## config.mk

```make
export PLATFORM = sky130hd
export DESIGN_NAME = mfd_ctrl
export DESIGN_NICKNAME = d
export VERILOG_FILES = /design/src/hw/rtl/monochrome_framebuffer_draw_defines.svh /design/src/hw/rtl/mfd_pkg.sv /design/src/hw/rtl/mfd_ctrl.sv
export SDC_FILE = /design/constraint.sdc
export NUM_CORES = 1
export LEC_CHECK = 0
export BUFFER_PORTS_ARGS = -buffer_cell sky130_fd_sc_hd__buf_4
export CORE_UTILIZATION = 40
export CTS_BUF_LIST = sky130_fd_sc_hd__clkbuf_8 sky130_fd_sc_hd__clkbuf_16
export DETAILED_ROUTE_END_ITERATION = 16
export PLACE_DENSITY = 0.8
export SETUP_SLACK_MARGIN = 0.1
export SYNTH_ARGS = -nofsm -noshare
export SYNTH_HDL_FRONTEND = slang
export SYNTH_SLANG_ARGS = --single-unit
export TNS_END_PERCENT = 10
```

## constraint.sdc

```tcl
create_clock -name i_clk -period 3.4 [get_ports i_clk]
set_input_delay 0.85 -clock i_clk [delete_from_list [all_inputs] [get_ports i_clk]]
set_output_delay 0.85 -clock i_clk [all_outputs]
set_load 0.01 [all_outputs]
```

## src/hw/rtl/monochrome_framebuffer_draw_defines.svh

```systemverilog
// assertion macros for the frame store drawing block
`ifndef MONOCHROME_FRAMEBUFFER_DRAW_DEFINES_SVH
`define MONOCHROME_FRAMEBUFFER_DRAW_DEFINES_SVH

// implication checked on every clock edge outside reset
`define MFD_ASSERT_IMP(label, clk, rst_n, ante, cons, msg) \
    label: assert property (@(posedge clk) disable iff (!rst_n) (ante) |-> (cons)) \
        else $error(msg);

// next-cycle implication checked outside reset
`define MFD_ASSERT_NEXT(label, clk, rst_n, ante, cons, msg) \
    label: assert property (@(posedge clk) disable iff (!rst_n) (ante) |=> (cons)) \
        else $error(msg);

`endif

```

## src/hw/rtl/mfd_pkg.sv

```systemverilog
package mfd_pkg;

    localparam int DispWidth  = 128;
    localparam int DispHeight = 64;
    localparam int Pages      = (DispHeight + 7) / 8;
    localparam int StoreDepth = 1024;
    localparam int AddrW      = 10;

    typedef enum logic [2:0] {
        FN_READ  = 3'd0,
        FN_PIXEL = 3'd1,
        FN_LINE  = 3'd2,
        FN_RECT  = 3'd3,
        FN_FILL  = 3'd4,
        FN_HSPAN = 3'd5,
        FN_VSPAN = 3'd6,
        FN_NONE  = 3'd7
    } t_func;

    typedef struct packed {
        logic [2:0]       func;
        logic [7:0]       x_a;
        logic [7:0]       y_a;
        logic [7:0]       x_b;
        logic [7:0]       y_b;
        logic             pixel_on;
        logic [AddrW-1:0] read_address;
    } t_cmd;

    typedef struct packed {
        logic [7:0] read_data;
        logic       was_read;
    } t_result;

    typedef enum logic [3:0] {
        ST_IDLE,
        ST_CLEAR,
        ST_RD,
        ST_LINE,
        ST_RECT_H,
        ST_RECT_V,
        ST_FILL,
        ST_HSPAN,
        ST_VSPAN,
        ST_DONE
    } t_state;

    // datapath commands from the controller
    typedef struct packed {
        logic load;        // capture command, set up walk
        logic clr_step;    // write zero at clear address, advance
        logic rd_issue;    // read byte at read address
        logic line_step;   // plot line pixel, advance
        logic rect_h_step; // plot top/bottom pair, advance x
        logic rect_v_init; // restart y walk at top
        logic rect_v_step; // plot left/right pair, advance y
        logic fill_step;   // plot one fill pixel, advance
        logic hspan_step;
        logic vspan_step;
        logic emit;        // present result
    } t_ctrl;

    // status from the datapath
    typedef struct packed {
        logic clr_last;
        logic line_last;
        logic rect_h_last;
        logic rect_v_last;
        logic fill_last;
        logic span_last;
        logic span_empty;
        logic wr_busy;     // second write of a pixel pair pending, or a pixel write in the pipe
    } t_stat;

endpackage

```

## src/hw/rtl/mfd_ctrl.sv

```systemverilog
module mfd_ctrl (
    input  logic          i_clk,
    input  logic          i_rst_n,
    input  logic          i_start,
    input  logic [2:0]    i_func,
    input  mfd_pkg::t_stat i_stat,
    output mfd_pkg::t_ctrl o_ctrl,
    output logic          o_busy
);
    import mfd_pkg::*;

    t_state r_state, n_state;

    always_ff @(posedge i_clk) begin
        if (!i_rst_n) begin
            r_state <= ST_CLEAR;
        end else begin
            r_state <= n_state;
        end
    end

    always_comb begin
        n_state = r_state;
        o_ctrl  = '0;
        o_busy  = 1'b1;
        unique case (r_state)
            ST_IDLE: begin
                o_busy = 1'b0;
                if (i_start) begin
                    o_ctrl.load = 1'b1;
                    unique case (t_func'(i_func))
                        FN_READ:  n_state = ST_RD;
                        FN_PIXEL: n_state = ST_LINE;
                        FN_LINE:  n_state = ST_LINE;
                        FN_RECT:  n_state = ST_RECT_H;
                        FN_FILL:  n_state = ST_FILL;
                        FN_HSPAN: n_state = ST_HSPAN;
                        FN_VSPAN: n_state = ST_VSPAN;
                        FN_NONE:  n_state = ST_DONE;
                    endcase
                end
            end
            ST_CLEAR: begin
                o_ctrl.clr_step = 1'b1;
                if (i_stat.clr_last) n_state = ST_IDLE;
            end
            ST_RD: begin
                o_ctrl.rd_issue = 1'b1;
                n_state = ST_DONE;
            end
            ST_LINE: begin
                o_ctrl.line_step = 1'b1;
                if (i_stat.line_last) n_state = ST_DONE;
            end
            ST_RECT_H: begin
                if (i_stat.rect_h_last) begin
                    o_ctrl.rect_v_init = 1'b1;
                    n_state = ST_RECT_V;
                end else begin
                    o_ctrl.rect_h_step = 1'b1;
                end
            end
            ST_RECT_V: begin
                if (i_stat.rect_v_last) n_state = ST_DONE;
                else o_ctrl.rect_v_step = 1'b1;
            end
            ST_FILL: begin
                o_ctrl.fill_step = 1'b1;
                if (i_stat.fill_last) n_state = ST_DONE;
            end
            ST_HSPAN: begin
                if (i_stat.span_empty || i_stat.span_last) n_state = ST_DONE;
                else o_ctrl.hspan_step = 1'b1;
            end
            ST_VSPAN: begin
                if (i_stat.span_empty || i_stat.span_last) n_state = ST_DONE;
                else o_ctrl.vspan_step = 1'b1;
            end
            ST_DONE: begin
                if (!i_stat.wr_busy) begin
                    o_ctrl.emit = 1'b1;
                    n_state = ST_IDLE;
                end
            end
            default: n_state = ST_IDLE;
        endcase
    end

endmodule

```

# Word-level counts from Yosys, hierarchy flattened
# Memory sizes are Yosys's and may differ from the RTL's.
# Cells that the tools add are included.
[totals]
output_inout_bits = 12
n_memories = 1
wordCells = 49
regBits = 4
mem_bits_ro = 32
input_bits = 14
[memory_table]
columns = ["name", "depth", "word_bits", "read_ports", "rd_ports_with_merged_regs", "write_ports", "line", "text"]
rows = [
  ["(no name shown)", 8, 4, 1, 0, 0, "mfd_ctrl.sv:31", "unique case (t_func'(i_func))"],
]
[classes]
eq_ne = 17
n_reduce_logical = 4
mux = 26
[ops]
columns = ["cell", "count"]
rows = [
  ["$pmux W4 S9", 1],
  ["$mux W4", 8],
  ["$eq A4 B3 Y1 const B", 4],
  ["$mux W1", 16],
  ["$ne A2 B2 Y1 const B", 7],
  ["$eq A4 B2 Y1 const B", 2],
  ["$eq A4 B4 Y1 const B", 2],
  ["$reduce_and A8 Y1", 1],
  ["$eq A4 B1 Y1 const B", 1],
  ["$logic_not A4 Y1", 1],
  ["$mux W2", 1],
  ["$ne A2 B1 Y1 const B", 1],
  ["$reduce_or A2 Y1", 1],
  ["$logic_or A1 B1 Y1", 1],
]

# Logic depth before layout (Yosys ltp)
[depth]
ltp_word = 4
ltp_mapped = 6
ltp_nobuf = 6

# Least setup slack after synthesis
# OpenSTA, ideal clock, no wires.
[synth_path]
path_type = "input port to output port"
startpoint = "input port i_stat[4] in the netlist's numbering"
endpoint = "output port o_ctrl[4] in the netlist's numbering"
arrival_time_ns = 1.321
path_buffers = 0
stages = 1
slack_ns = 1.229
required_time_ns = 2.550
path_cell_list = "nor4b_1"
[synth_between]
elab_chain_cells = 2
[synth_rtl]
columns = ["element", "line", "text"]
rows = [
  ["from (decl)", "mfd_ctrl.sv:6", "input mfd_pkg::t_stat i_stat,"],
  ["$mux W1", "mfd_ctrl.sv:64", "if (i_stat.rect_v_last) n_state = ST_DONE;"],
  ["$mux W1", "mfd_ctrl.sv:26", "unique case (r_state)"],
  ["to (decl)", "mfd_ctrl.sv:7", "output mfd_pkg::t_ctrl o_ctrl,"],
]
# No other way between the ends.

==> summary.md <==
| Metric | Value |
|---|---|
| Worst Hold Launch | `r_state[1]$_SDFFE_PN0P_` |
| Peak VDD IR | `0.430 mV` |
| Metal2 WL | `601 um` |
| Final setup vio count | `0` |
| Pins over their slew limit | `0` |
| Detailed-route wire length | `1.22 mm` |
| Required @ worst endpoint | `2550 ps` |
| Post-synth ARST share | `0` |
| Synth cell types | `36` |
| Core area | `0.00117 mm^2` |
| Clock-pin slew on the worst setup and hold paths | `30 ps` |
| Most frequent cells in the layout | `25 x buf_4, 6 x nor2_1, 4 x nor3_1, 4 x nand2_1, 4 x dfxtp_1` |
| Top cell type's share of synthesized area | `0.149` |
| Critical path type | `reg -> out` |
| Pre-CTS worst setup slack | `1080 ps` |
| Largest reg by FF count | `r_state` |
| Antenna violations before repair | `0` |
| CTS tree | `yes` |
| # Max-Cap Violations | `0` |
| Register bit total from synthesis | `4` |
| Worst min-delay path class | `reg -> reg` |
| Std-Cell Rows | `12` |
| DR pass1 iterations | `4` |
| Worst-skew pair later-pin latency | `220 ps` |
| Die X | `38.6 um` |
| Die area | `0.00149 mm^2` |
| Synth Area per Inst | `8.39 um^2` |
| Metal3 WL | `92 um` |
| Total track usage | `0.178` |
| Min setup slack post-route | `840 ps` |
| Initial Util | `0.458` |
| Slew @ Worst Pin | `516 ps` |
| Area leader, netlist | `dfxtp_1` |
| Worst Hold Path Cells | `2` |
| Root Driver | `clkbuf_8` |
| Max reg flops | `4` |
| RR Endpoint | `r_state[1]$_SDFFE_PN0P_` |
| Postcts setup bufs | `0` |
| Minimum clock period | `2560 ps` |
| RSZ-0062 raised after global routing | `false` |
| P_leak | `0.345 nW` |
| Post-CTS sizing | `0` |
| GP Congestion | `0.708` |
| Post-synth EDFFs | `0` |
| Netlist Area Pre-Place | `537 um^2` |
| Final Cycle Share | `0.753` |
| Drt initial violations | `11` |
| CP arrival | `1710 ps` |
| Outcome | `finished, final reports clean` |
| PwrDens | `641 mW/mm^2` |
| Largest regs | `r_state: 4 flops` |
| Area growth syn-to-layout | `40.3%` |
| Final TNS setup | `0 ps` |
| Hold-fix buffers, CTS | `0` |
| Top post-synthesis cells by area | `dfxtp_1 15%, mux2i_1 5.6%, ha_1 4.7%, buf_4 4.2%, mux2_2 4.2%` |
| Final hold violations | `0` |
| Synth Instances | `64` |
| Post-Syn Nets | `80` |
| Top-level I/O count | `26` |
| Nets | `106` |
| Fmax | `0.391 GHz` |
| Worst R2R Setup Slack | `1450 ps` |
| Total grt overflow | `0` |
| Maximum root-to-sink buffer count | `2` |
| DR vias | `565` |
| PortBufs | `25` |
| Largest net degree at the start of global routing | `18` |
| Relative slew slack | `0.655` |
| Proportion of layout cells with a drive suffix above 1 | `0.477` |
| Worst hold endpoint | `r_state[1]$_SDFFE_PN0P_` |
| Final Util | `0.643` |
| M1 wire length | `521 um` |
| DP HPWL | `886 um` |
| Clock skew | `5.52 ps` |
| FF-to-FF path depth | `5` |
| Final ANT Viol Nets | `0` |
| Die Ht | `38.6 um` |
| H-tree depth | `1` |
| Reg2reg start | `r_state[3]$_SDFFE_PN0P_` |
| DR WL/cell | `11.9 um` |
| Crit end category | `output port` |
| Vias in the first global route | `473` |
| Via density | `5.54` |
| Commonest non-fill, non-tap cell in the layout | `buf_4` |
| Synth Warn # | `0` |
| First-pass GRT wire length | `1.83 mm` |
| Ys flop type | `dfxtp_1` |
| DR top layer | `met3` |
| CTS sink cnt | `4` |
| Seq/Total Area, Yosys | `0.149` |
| Worst Path Max Fanout | `17` |
| Num CTS Buffers | `3` |
| DRC | `0` |
| Antenna Diode Count | `0` |
| Crit path launch type | `flop` |
how the worst max path moves through the flow:
stage / start / to / slack (ps) / cells after the start
after global routing: r_state[0]$_SDFFE_PN1P_ / o_ctrl[4] / 810 / 3
after floorplan: i_stat[4] / o_ctrl[4] / 1230 / 1
after CTS: r_state[0]$_SDFFE_PN1P_ / o_ctrl[4] / 850 / 3
after global placement: i_stat[4] / o_ctrl[4] / 1150 / 3
after detailed placement: r_state[0]$_SDFFE_PN1P_ / o_ctrl[4] / 1080 / 3
final: r_state[0]$_SDFFE_PN1P_ / o_ctrl[4] / 840 / 3
Yosys cell counts, types with 2 or more instances:
cell     number
nand2_1       4
inv_1         2
nor4b_1       2
mux2i_1       3
buf_4         3
nor3b_1       3
nor2_1        6
ha_1          2
or4b_1        2
o21ai_2       2
o21ai_0       2
and3_1        2
mux2_2        2
nor3_1        4
dfxtp_1       4
power breakdown:
group	switching, W	internal (W)
combinational	0.000118	0.000142
clock	0.0000235	0.0000754
sequential	0.0000607	0.0000629
worst max-delay path: stages, from the launching register on:
cell and delay [ps]:
dfxtp_1 630, or2b_2 380, nor4b_1 290, buf_4 180
kinds of logic (layout without fill, tap and decap cells):
| logic type | count (synthesis) | count (layout) | share of synthesized area |
|---|---|---|---|
| muxes | 6 | 6 | 0.119 |
| AOI/OAI and AO/OA | 10 | 10 | 0.163 |
| buffers and inverters | 6 | 30 | 0.0699 |
| and+or+nand+nor | 36 | 36 | 0.452 |
| adders and majority gates | 2 | 2 | 0.0466 |
| DFF | 4 | 4 | 0.149 |
per-stage QoR:
step / power (W) / hold WS [ps] / area, um^2 / std cells
2_1_floorplan: 0.000314 / 627 / 537 / 64
3_3_place_gp: 0.000378 / 645 / 712 / 99
3_5_place_dp: 0.000385 / 665 / 712 / 99
4_1_cts: 0.000486 / 670 / 753 / 102
5_1_grt: 0.000519 / 712 / 753 / 102
6_report: 0.000483 / 668 / 753 / 102
cell type report:
cell class	count	area (um^2)
Fill cell	110	418
Timing Repair Buffer	25	188
Multi-Input combinational cell	54	419
Sequential cell	4	80.1
Clock buffer	3	41.3
Inverter	2	7.51
Tap cell	14	17.5
layer usage:
layer  global-route usage  vias up
li1                     -      283
met1                0.189      261
met2                0.321       21
met3               0.0694        0
met4               0.0517        0
met5                    0        -
No activity file was read; power rests on OpenSTA's default activity.
